**config.mk**
```make
export PLATFORM = sky130hd
export DESIGN_NAME = uuid_text_parser_core
export DESIGN_NICKNAME = d
export VERILOG_FILES = /design/src/hdl/utp_pkg.sv /design/src/hdl/utp_in_reg.sv /design/src/hdl/utp_accum.sv /design/src/hdl/utp_out_reg.sv /design/src/hdl/uuid_text_parser_core.sv
export SDC_FILE = /design/constraint.sdc
export NUM_CORES = 1
export LEC_CHECK = 0
export BUFFER_PORTS_ARGS = -buffer_cell sky130_fd_sc_hd__buf_4
export CAP_MARGIN = 20
export CORE_MARGIN = 2
export CORE_UTILIZATION = 24
export DETAILED_ROUTE_END_ITERATION = 8
export GPL_TIMING_DRIVEN = 0
export PLACE_DENSITY_LB_ADDON = 0.25
export SYNTH_ARGS = -nofsm -noshare
export SYNTH_HDL_FRONTEND = slang
export SYNTH_SLANG_ARGS = --single-unit
```
**constraint.sdc**
```tcl
create_clock -name clk -period 8.2 [get_ports clk]
set_input_delay 1.23 -clock clk [delete_from_list [all_inputs] [get_ports clk]]
set_output_delay 1.23 -clock clk [all_outputs]
set_load 0.005 [all_outputs]
```
**src/hdl/utp_pkg.sv**
```systemverilog
package utp_pkg;

  // Text lengths that select a reading, and the saturation point of the count.
  localparam logic [5:0] RAW_LEN    = 6'd32;
  localparam logic [5:0] DASHED_LEN = 6'd36;
  localparam logic [5:0] COUNT_MAX  = 6'd63;

  // Positions of the separator characters in the dashed form.
  localparam logic [5:0] SEP_POS_0 = 6'd8;
  localparam logic [5:0] SEP_POS_1 = 6'd13;
  localparam logic [5:0] SEP_POS_2 = 6'd18;
  localparam logic [5:0] SEP_POS_3 = 6'd23;

  // Width of the packed result beat, filled up to whole bytes.
  localparam int OUT_DATA_W = 200;

  typedef enum logic [1:0] {
    ST_OK      = 2'd0,
    ST_EMPTY   = 2'd1,
    ST_BAD_LEN = 2'd2,
    ST_BAD_HEX = 2'd3
  } utp_status_t;

  // One registered input beat.
  typedef struct packed {
    logic [7:0] char_in;
    logic       no_char;
    logic       last;
  } utp_beat_t;

  // One finished result.
  typedef struct packed {
    utp_status_t status;
    logic [63:0] hash_value;
    logic [63:0] uuid_high;
    logic [63:0] uuid_low;
  } utp_result_t;

endpackage

```
**src/hdl/utp_in_reg.sv**
```systemverilog
module utp_in_reg (
  input  logic              clk,
  input  logic              rst_n,
  input  logic              in_tvalid,
  output logic              in_tready,
  input  logic [7:0]        in_tdata,   // char_in
  input  logic              in_tuser,   // no_char
  input  logic              in_tlast,   // last
  input  logic              take,
  output logic              beat_valid,
  output utp_pkg::utp_beat_t beat
);
  import utp_pkg::*;

  logic      valid_r;
  logic      valid_nxt;
  utp_beat_t beat_r;

  // The register can load whenever it is empty or its beat leaves this cycle.
  assign in_tready = !valid_r || take;
  assign valid_nxt = in_tready ? in_tvalid : valid_r;

  always_ff @(posedge clk) begin
    if (!rst_n) begin
      valid_r <= 1'b0;
    end else begin
      valid_r <= valid_nxt;
    end
  end

  // Payload needs no reset.
  always_ff @(posedge clk) begin
    if (in_tready && in_tvalid) begin
      beat_r.char_in <= in_tdata;
      beat_r.no_char <= in_tuser;
      beat_r.last    <= in_tlast;
    end
  end

  assign beat_valid = valid_r;
  assign beat       = beat_r;

endmodule

```
**src/hdl/utp_accum.sv**
```systemverilog
module utp_accum (
  input  logic                 clk,
  input  logic                 rst_n,
  input  logic                 beat_valid,
  input  utp_pkg::utp_beat_t   beat,
  input  logic                 out_free,
  output logic                 take,
  output logic                 res_load,
  output utp_pkg::utp_result_t result
);
  import utp_pkg::*;

  logic [5:0]   count_r;
  logic [5:0]   count_nxt;
  logic [127:0] raw_r;
  logic [127:0] raw_nxt;
  logic [127:0] dashed_r;
  logic [127:0] dashed_nxt;
  logic         raw_bad_r;
  logic         raw_bad_nxt;
  logic         dashed_bad_r;
  logic         dashed_bad_nxt;

  logic [3:0]   nib;
  logic         is_hex;
  logic         raw_en;
  logic         dash_en;
  logic         sep_pos;
  logic [5:0]   dash_idx;
  logic [5:0]   cnt_upd;
  logic [127:0] raw_upd;
  logic [127:0] dashed_upd;
  logic         raw_bad_upd;
  logic         dashed_bad_upd;
  logic [63:0]  res_lo;
  logic [63:0]  res_hi;

  // A last beat leaves only when the result register can take its result.
  assign take     = beat_valid && (!beat.last || out_free);
  assign res_load = take && beat.last;

  // Hex digit decode, either case.
  always_comb begin
    nib    = 4'd0;
    is_hex = 1'b1;
    case (beat.char_in) inside
      [8'h30:8'h39]: nib = 4'(beat.char_in - 8'h30);
      [8'h61:8'h66]: nib = 4'(beat.char_in - 8'h57);
      [8'h41:8'h46]: nib = 4'(beat.char_in - 8'h37);
      default:       is_hex = 1'b0;
    endcase
  end

  // Which reading the current position belongs to, and the dashed digit index.
  always_comb begin
    sep_pos = (count_r == SEP_POS_0) || (count_r == SEP_POS_1) ||
              (count_r == SEP_POS_2) || (count_r == SEP_POS_3);
    raw_en  = !beat.no_char && (count_r < RAW_LEN);
    dash_en = !beat.no_char && (count_r < DASHED_LEN) && !sep_pos;
    if (count_r > SEP_POS_3) begin
      dash_idx = count_r - 6'd4;
    end else if (count_r > SEP_POS_2) begin
      dash_idx = count_r - 6'd3;
    end else if (count_r > SEP_POS_1) begin
      dash_idx = count_r - 6'd2;
    end else if (count_r > SEP_POS_0) begin
      dash_idx = count_r - 6'd1;
    end else begin
      dash_idx = count_r;
    end
  end

  // Nibble insert: digit 2k is the high nibble of byte k, digit 2k+1 the low one.
  always_comb begin
    raw_upd        = raw_r;
    dashed_upd     = dashed_r;
    raw_bad_upd    = raw_bad_r || (raw_en && !is_hex);
    dashed_bad_upd = dashed_bad_r || (dash_en && !is_hex);
    for (int k = 0; k < 32; k++) begin
      if (raw_en && is_hex && (count_r[4:0] == 5'(k))) begin
        raw_upd[((k >> 1) * 8) + ((k & 1) != 0 ? 0 : 4) +: 4] = nib;
      end
      if (dash_en && is_hex && (dash_idx[4:0] == 5'(k))) begin
        dashed_upd[((k >> 1) * 8) + ((k & 1) != 0 ? 0 : 4) +: 4] = nib;
      end
    end
    if (!beat.no_char && (count_r != COUNT_MAX)) begin
      cnt_upd = count_r + 6'd1;
    end else begin
      cnt_upd = count_r;
    end
  end

  // Final length picks the reading.
  always_comb begin
    res_lo        = 64'd0;
    res_hi        = 64'd0;
    result.status = ST_OK;
    if (cnt_upd == 6'd0) begin
      result.status = ST_EMPTY;
    end else if (cnt_upd == RAW_LEN) begin
      if (raw_bad_upd) begin
        result.status = ST_BAD_HEX;
      end else begin
        res_lo = raw_upd[63:0];
        res_hi = raw_upd[127:64];
      end
    end else if (cnt_upd == DASHED_LEN) begin
      if (dashed_bad_upd) begin
        result.status = ST_BAD_HEX;
      end else begin
        res_lo = dashed_upd[63:0];
        res_hi = dashed_upd[127:64];
      end
    end else begin
      result.status = ST_BAD_LEN;
    end
    result.uuid_low   = res_lo;
    result.uuid_high  = res_hi;
    result.hash_value = res_lo ^ {res_hi[62:0], res_hi[63]};
  end

  // State advances on every beat that leaves and clears after a result.
  always_comb begin
    count_nxt      = count_r;
    raw_nxt        = raw_r;
    dashed_nxt     = dashed_r;
    raw_bad_nxt    = raw_bad_r;
    dashed_bad_nxt = dashed_bad_r;
    if (res_load) begin
      count_nxt      = 6'd0;
      raw_nxt        = 128'd0;
      dashed_nxt     = 128'd0;
      raw_bad_nxt    = 1'b0;
      dashed_bad_nxt = 1'b0;
    end else if (take) begin
      count_nxt      = cnt_upd;
      raw_nxt        = raw_upd;
      dashed_nxt     = dashed_upd;
      raw_bad_nxt    = raw_bad_upd;
      dashed_bad_nxt = dashed_bad_upd;
    end
  end

  always_ff @(posedge clk) begin
    if (!rst_n) begin
      count_r      <= 6'd0;
      raw_r        <= 128'd0;
      dashed_r     <= 128'd0;
      raw_bad_r    <= 1'b0;
      dashed_bad_r <= 1'b0;
    end else begin
      count_r      <= count_nxt;
      raw_r        <= raw_nxt;
      dashed_r     <= dashed_nxt;
      raw_bad_r    <= raw_bad_nxt;
      dashed_bad_r <= dashed_bad_nxt;
    end
  end

endmodule

```
**src/hdl/utp_out_reg.sv**
```systemverilog
module utp_out_reg (
  input  logic                                  clk,
  input  logic                                  rst_n,
  input  logic                                  res_load,
  input  utp_pkg::utp_result_t                  result,
  output logic                                  out_free,
  output logic                                  out_tvalid,
  input  logic                                  out_tready,
  output logic [utp_pkg::OUT_DATA_W-1:0]        out_tdata
);
  import utp_pkg::*;

  logic        valid_r;
  logic        valid_nxt;
  utp_result_t res_r;

  // A new result may enter when the register is empty or drains this cycle.
  assign out_free  = !valid_r || out_tready;
  assign valid_nxt = res_load ? 1'b1 : (out_tready ? 1'b0 : valid_r);

  always_ff @(posedge clk) begin
    if (!rst_n) begin
      valid_r <= 1'b0;
    end else begin
      valid_r <= valid_nxt;
    end
  end

  always_ff @(posedge clk) begin
    if (res_load) begin
      res_r <= result;
    end
  end

  assign out_tvalid = valid_r;
  assign out_tdata  = {6'd0, res_r.status, res_r.hash_value, res_r.uuid_high, res_r.uuid_low};

endmodule

```
**src/hdl/uuid_text_parser_core.sv**
```systemverilog
// Channel  Direction  Beat content
// in_      slave      tdata: char_in; tuser: no_char; tlast: last
// out_     master     tdata: uuid_low, uuid_high, hash_value, status
//
// One character beat is taken per cycle while no last beat waits on a stalled result;
// a result passes through the input register and then the result register.
// Reset (rst_n low, synchronous) clears the count, both readings and both valids.
// A stalled result stops only beats that carry tlast; other characters keep
// flowing into the accumulator until a last beat waits in the input register.
module uuid_text_parser_core (
  input  logic                           clk,
  input  logic                           rst_n,
  input  logic                           in_tvalid,
  output logic                           in_tready,
  input  logic [7:0]                     in_tdata,   // [7:0] char_in
  input  logic                           in_tuser,   // [0] no_char
  input  logic                           in_tlast,
  output logic                           out_tvalid,
  input  logic                           out_tready,
  output logic [utp_pkg::OUT_DATA_W-1:0] out_tdata   // [63:0] uuid_low, [127:64] uuid_high,
                                                     // [191:128] hash_value, [193:192] status
);
  import utp_pkg::*;

  logic        beat_valid;
  utp_beat_t   beat;
  logic        take;
  logic        res_load;
  logic        out_free;
  utp_result_t result;

  utp_in_reg u_in_reg (
    .clk        (clk),
    .rst_n      (rst_n),
    .in_tvalid  (in_tvalid),
    .in_tready  (in_tready),
    .in_tdata   (in_tdata),
    .in_tuser   (in_tuser),
    .in_tlast   (in_tlast),
    .take       (take),
    .beat_valid (beat_valid),
    .beat       (beat)
  );

  utp_accum u_accum (
    .clk        (clk),
    .rst_n      (rst_n),
    .beat_valid (beat_valid),
    .beat       (beat),
    .out_free   (out_free),
    .take       (take),
    .res_load   (res_load),
    .result     (result)
  );

  utp_out_reg u_out_reg (
    .clk        (clk),
    .rst_n      (rst_n),
    .res_load   (res_load),
    .result     (result),
    .out_free   (out_free),
    .out_tvalid (out_tvalid),
    .out_tready (out_tready),
    .out_tdata  (out_tdata)
  );

  // The input side only stalls behind a full, stalled result register.
  a_stall_cause: assert property (@(posedge clk) disable iff (!rst_n)
    !in_tready |-> (out_tvalid && !out_tready))
    else $error("input stalled without a pending result");

  // A result appears only after a last beat left the accumulator.
  a_result_source: assert property (@(posedge clk) disable iff (!rst_n)
    $rose(out_tvalid) |-> $past(take && beat.last))
    else $error("result without a last beat");

  // Any failing status carries an all-zero UUID and hash.
  a_fail_zero: assert property (@(posedge clk) disable iff (!rst_n)
    (out_tvalid && (out_tdata[193:192] != ST_OK)) |-> (out_tdata[191:0] == 192'd0))
    else $error("failing status with nonzero payload");

endmodule
```
## Word-level counts from Yosys, hierarchy flattened

Cells that the tools add are included.

- Register bits: 470
- Latch bits: 0
- Memory bits (writable): 0
- ROM bits: 0
- Input bits: 14
- Output and inout port bits: 202
- Memories: 0

- Add/subtract/negate cells: 8
- $mul: 0
- Divide/modulo/power cells: 0
- $lt $le $gt $ge: 12
- Equal/unequal tests: 69
- Shifts and indexed selects: 0
- Muxes and demuxes: 91
- Bitwise gates (word level): 2
- Reductions and logical operators: 97

Operators by type and width:

| kind | count |
|---|---|
| 64-bit two-way mux | 10 |
| 4-bit two-way mux | 67 |
| 5-bit equality test, second input constant | 32 |
| 5-bit by 4-bit equality test with 1-bit output, second input constant | 16 |
| 1-bit logical AND | 78 |
| 64-bit bitwise XOR | 1 |
| 5-bit by 3-bit equality test with 1-bit output, second input constant | 8 |
| 5-bit by 2-bit equality test with 1-bit output, second input constant | 4 |
| 5-bit two-way mux | 4 |
| 8-bit by 7-bit >= comparator with 1-bit output, second input constant | 2 |
| 8-bit by 7-bit <= comparator with 1-bit output, second input constant | 2 |
| 6-bit by 4-bit equality test with 1-bit output, second input constant | 2 |
| 6-bit by 5-bit equality test with 1-bit output, second input constant | 2 |
| 6-bit equality test, second input constant | 2 |
| 6-bit by 4-bit > comparator with 1-bit output, second input constant | 2 |
| 6-bit by 5-bit > comparator with 1-bit output, second input constant | 2 |
| 6-bit less-than comparator, second input constant | 2 |
| 5-bit by 1-bit equality test with 1-bit output, second input constant | 2 |
| 5-bit logical NOT | 2 |
| 5-bit by 2-bit subtractor with 5-bit output, second input constant | 2 |
| 8-bit by 6-bit >= comparator with 1-bit output, second input constant | 1 |
| 8-bit by 6-bit <= comparator with 1-bit output, second input constant | 1 |
| 1-bit logical OR | 8 |
| 2-bit two-way mux | 4 |
| other kinds (13) | 23 |

## Longest topological paths before layout

- Depth after elaboration: 14
- Depth in mapped cells: 15
- Mapped depth without buffers: 10

## Hierarchy

From an unflattened synthesis, not the netlist that was laid out.

- Cells, all modules: 2259
- Area total of the unflattened synthesis: 22131.2 um^2

By module, submodules not included:

| module | times used | cells an instance | area each (um^2) | seq. area each (um^2) |
|---|---|---|---|---|
| utp_accum | 1 | 2039 | 15850.2 | 5285.1 |
| utp_out_reg | 1 | 205 | 5923.2 | 5845.6 |
| utp_in_reg | 1 | 15 | 357.8 | 320.3 |

## Least setup slack after synthesis

Ideal clock, no wire load.

- Kind: in2reg
- From: input out_tready
- To: register u_accum.dashed_r[72]
- Setup time: 0.132 ns
- Data arrival time: 6.971 ns
- Data required time: 8.068 ns
- Setup slack: 1.097 ns
- Stages: 7
- Cell sequence: nor2b_1 nand2_1 and3_1 nand2b_1 clkbuf_1 clkbuf_1 nor3_1

- Longest elaborated chain between the ends: 5

Ends and longest elaborated chain:

| item | line | source |
|---|---|---|
| start, declared | uuid_text_parser_core.sv:19 | `input logic out_tready,` |
| 1-bit logical OR | utp_out_reg.sv:18 | `assign out_free = !valid_r \|\| out_tready;` |
| 1-bit logical OR | utp_accum.sv:39 | `assign take = beat_valid && (!beat.last \|\| out_free);` |
| 1-bit logical AND | utp_accum.sv:39 |  |
| 1-bit logical AND | utp_accum.sv:40 | `assign res_load = take && beat.last;` |
| named net res_load | uuid_text_parser_core.sv:28 | `logic res_load;` |
| 2-bit OR reduction (no line) | - |  |
| end signal, assigned | utp_accum.sv:155 | `dashed_r <= dashed_nxt;` |
| end, declared | utp_accum.sv:17 | `logic [127:0] dashed_r;` |

The timed path passes the listed nets, and every way through them passes these cells.
A chain may end at the register's enable or synchronous reset.

==> flow_summary.toml <==
[timing]
holdWs_ps = 460
max-slew-margin-rel_pct = 17.6
hold_violations = 0
finalClockSkew_ps = 40.6
rsz0062_at_grt = "no"
finalSetupViolCount = 0
worst_pin_slew_ps = 1240
fmax_mhz = 186
drv_slew = 0
fin_setup_tns_ps = 0
period_share_pct = 65.5
period_minus_slack_ps = 5370

[die]
start_util_pct = 24.2
die_area_um2 = 96200
die_y_um = 310
die_w_um = 310
ios = 216
placementRows = 112
core_um2 = 93000

[synthesis]
yosysSeqAreaShare_pct = 50.9
synth_top_area_share_pct = 27.2
ys_seq_elements = 470
netlist_top_cells_area = "edfxtp_1 (27%), dfxtp_1 (24%), mux2i_1 (8.2%)"
asyncSetResetFlopFracSynth_pct = 0
avgSynthCellArea_um2 = 10.1
ys.flop_type = "dfxtp_1"
synth_cell_types = 88
yosys.area.top_type = "edfxtp_1"
synth_edf_count = 204
yosys_warnings = 0
synth_area_um2 = 22500
syn-instance-count = 2238

[layout]
area_delta_synth_final_pct = 23.4
final_layout_size_suffix_gt1_share_pct = 16.9
layout.nets = 2557

[pwr]
total_leakage_power_uw = 0.0101
power_density_nw_per_um2 = 197
irDropWorstVdd_uv = 170

[clock_tree]
clk_pin_slew_ps = 60
cts_buffers = 59
cts_resized = 0
ctsHoldBuffers = 0
post_cts_buffers = 0
cts_tree = "done"
htreeDepth = 2
root_buffer = "clkbuf_16"
cts.sink_count = 470
clk_path_buf_depth = 3
clk_latency_ps = 700

[worst_hold_path]
worstHoldPathCells = 2
hp-class = "register to register"
min_to = "u_accum.raw_r[23]$_SDFFE_PP0P_"
hp-start = "u_accum.raw_r[23]$_SDFFE_PP0P_"

[route]
drt_iter0_drc = 2719
vias = 20200
first_pass_iters = 5
drt-total-wl_um = 105000
vias_per_cell = 5.28
ant_nets = 0
drc = 0
wl_per_cell_um = 27.5

[worst_setup_path]
critPathTopFamily = "buffers and inverters"
reg2reg_depth = 12
r2r_end = "u_out_reg.out_tdata[172]$_DFFE_PP_"
path_cells = "buf_2 > inv_1 > ha_1 > clkbuf_1 > a21bo_2 > o31ai_1 > a311oi_2 > nor2_1 > clkbuf_1 > nand3_1 > and2_1 > a211oi_1"
worstReg2RegStart = "u_accum.count_r[0]$_SDFFE_PP0P_"
critPathMaxStageDelay_ps = 810
critPathBufInv = 4
cp-end-kind = "register"
r2r_slack_ps = 2830
cp_max_fo = 10
cp-start-kind = "register"
slowest_stage = "clkbuf_1"
cp_common_cell = "clkbuf_1"
cp_data_required_time_ps = 8590
cp.arrival_ps = 5760
crit_type = "register to register"

[outcome]
outcome = "complete, no violations"

[job]
maxCapViolCount = 0

[placement]
dp_hpwl_um = 75400
numPortBuffers = 209
gp_congestion = 0.992

[global_route]
grt_pass1_vias = 18900
antenna_found_initial = 2
grt_pass1_wl_um = 146000
grt_max_degree = 68
overflow = 0
grt_usage_pct = 21.4
[report_power, final]
part,switching (µW),internal (µW),total (µW)
clock network,1160,1490,2640
registers,11.2,2460,2470
logic,280,71.1,351
[cell type report]
class,instances,area (µm²)
Clock buffer,78,1650
Fill cell,9925,65300
Timing Repair Buffer,219,1740
Buffer,198,823
Multi-Input combinational cell,1563,10200
Clock inverter,34,280
Sequential cell,470,11500
Inverter,12,45.0
Antenna cell,3,7.51
Tap cell,1254,1570
[cell usage in the layout, fill, tap and decap left out, types with 7 or more instances in the layout]
| master | n |
|---|---|
| dfxtp_1 | 266 |
| o31ai_1 | 19 |
| xor2_1 | 63 |
| buf_2 | 28 |
| a21oi_1 | 186 |
| nand4_1 | 56 |
| nor3_1 | 23 |
| a211oi_1 | 55 |
| o21ai_0 | 134 |
| edfxtp_1 | 204 |
| a31oi_1 | 7 |
| and2_1 | 11 |
| buf_1 | 22 |
| nand2_1 | 153 |
| ha_1 | 20 |
| a221oi_2 | 20 |
| nand3_1 | 39 |
| o311a_1 | 27 |
| clkinv_2 | 16 |
| a311o_1 | 21 |
| a41oi_1 | 13 |
| a221o_1 | 11 |
| o31a_1 | 33 |
| clkbuf_1 | 147 |
| nor2_1 | 301 |
| inv_1 | 12 |
| buf_4 | 221 |
| nor2b_1 | 12 |
| mux2i_1 | 184 |
| o221ai_1 | 7 |
| nor3_2 | 19 |
| nor4_1 | 19 |
| clkbuf_16 | 61 |
| o211ai_1 | 10 |
[Yosys cell counts, types with 7 or more instances]
master	instances
nor2_1	301
dfxtp_1	266
edfxtp_1	204
a21oi_1	186
mux2i_1	184
nand2_1	153
clkbuf_1	137
o21ai_0	134
xor2_1	63
nand4_1	56
a211oi_1	55
nand3_1	39
o31a_1	33
buf_2	28
o311a_1	27
nor3_1	23
buf_1	22
a311o_1	21
a221oi_2	20
ha_1	20
nor3_2	19
nor4_1	19
o31ai_1	19
a41oi_1	13
inv_1	12
nor2b_1	12
a221o_1	11
and2_1	11
buf_4	10
o211ai_1	10
a31oi_1	7
o221ai_1	7
[worst max path at each step]
stage                                          startpoint                            endpoint  depth (start not counted)
after floorplan                                out_tready   u_accum.dashed_r[72]$_SDFFE_PP0P_                          7
after global placement                         out_tready  u_accum.dashed_r[102]$_SDFFE_PP0P_                          8
after detailed placement                       out_tready     u_accum.raw_r[124]$_SDFFE_PP0P_                         10
after CTS                 u_accum.count_r[2]$_SDFFE_PP0P_  u_out_reg.out_tdata[172]$_DFFE_PP_                         11
after global routing      u_accum.count_r[0]$_SDFFE_PP0P_  u_out_reg.out_tdata[160]$_DFFE_PP_                         10
final                     u_accum.count_r[0]$_SDFFE_PP0P_  u_out_reg.out_tdata[172]$_DFFE_PP_                         12
[cell families (layout without fill, tap and decap cells)]
family / Yosys count / count (layout) / share of synthesized area, %
muxes: 186 / 186 / 8.29
other: 1 / 9 / 0.0167
xor gates and xnor gates: 68 / 68 / 2.68
buffers and inverters: 210 / 541 / 3.86
adders and majority gates: 20 / 20 / 1.11
and+or+nand+nor: 672 / 672 / 14.0
AOI/OAI and AO/OA: 611 / 611 / 19.2
DFF: 470 / 470 / 50.9
[registers in the layout, indices dropped and copies added (netlist names)]
name,cells
u_accum.raw_r,128
u_in_reg.beat,10
u_out_reg.out_tdata,194
u_out_reg.out_tvalid,1
u_accum.raw_bad_r,1
u_accum.dashed_bad_r,1
u_accum.count_r,6
u_in_reg.beat_valid,1
u_accum.dashed_r,128
[per-stage QoR]
| stage | utilization [%] | instances | power, µW | setup WS [ps] | instance area, µm² |
|---|---|---|---|---|---|
| 3_3_place_gp | 27.6 | 3706 | 2860 | -2500 | 25700 |
| 4_1_cts | 29.8 | 3827 | 5520 | 3060 | 27700 |
| 6_report | 29.8 | 3831 | 5470 | 2830 | 27800 |
| 3_5_place_dp | 27.7 | 3715 | 2860 | 2520 | 25800 |
| 5_1_grt | 29.8 | 3828 | 5630 | 2770 | 27800 |
| 2_1_floorplan | - | 2243 | 2670 | 1100 | 22500 |
[layer usage]
metal | vias to the layer above | wire length (µm) | track usage (%)
met5 | - | 0 | 0.101
met4 | 0 | 5430 | 10.9
met3 | 249 | 10200 | 4.41
met2 | 1128 | 46200 | 32.8
met1 | 9978 | 43600 | 28.4
li1 | 8885 | - | -
[worst register-to-register path: cells and delay by family (launching register included)]
family | cells | cell delay (ps)
AO/OA/AOI/OAI | 4 | 1490
adder cells (fa/ha/maj) | 1 | 280
buffers and inverters | 4 | 1640
flip-flops | 1 | 400
AND/OR/NAND/NOR | 3 | 1280
Power figures use the tool's default switching activity.
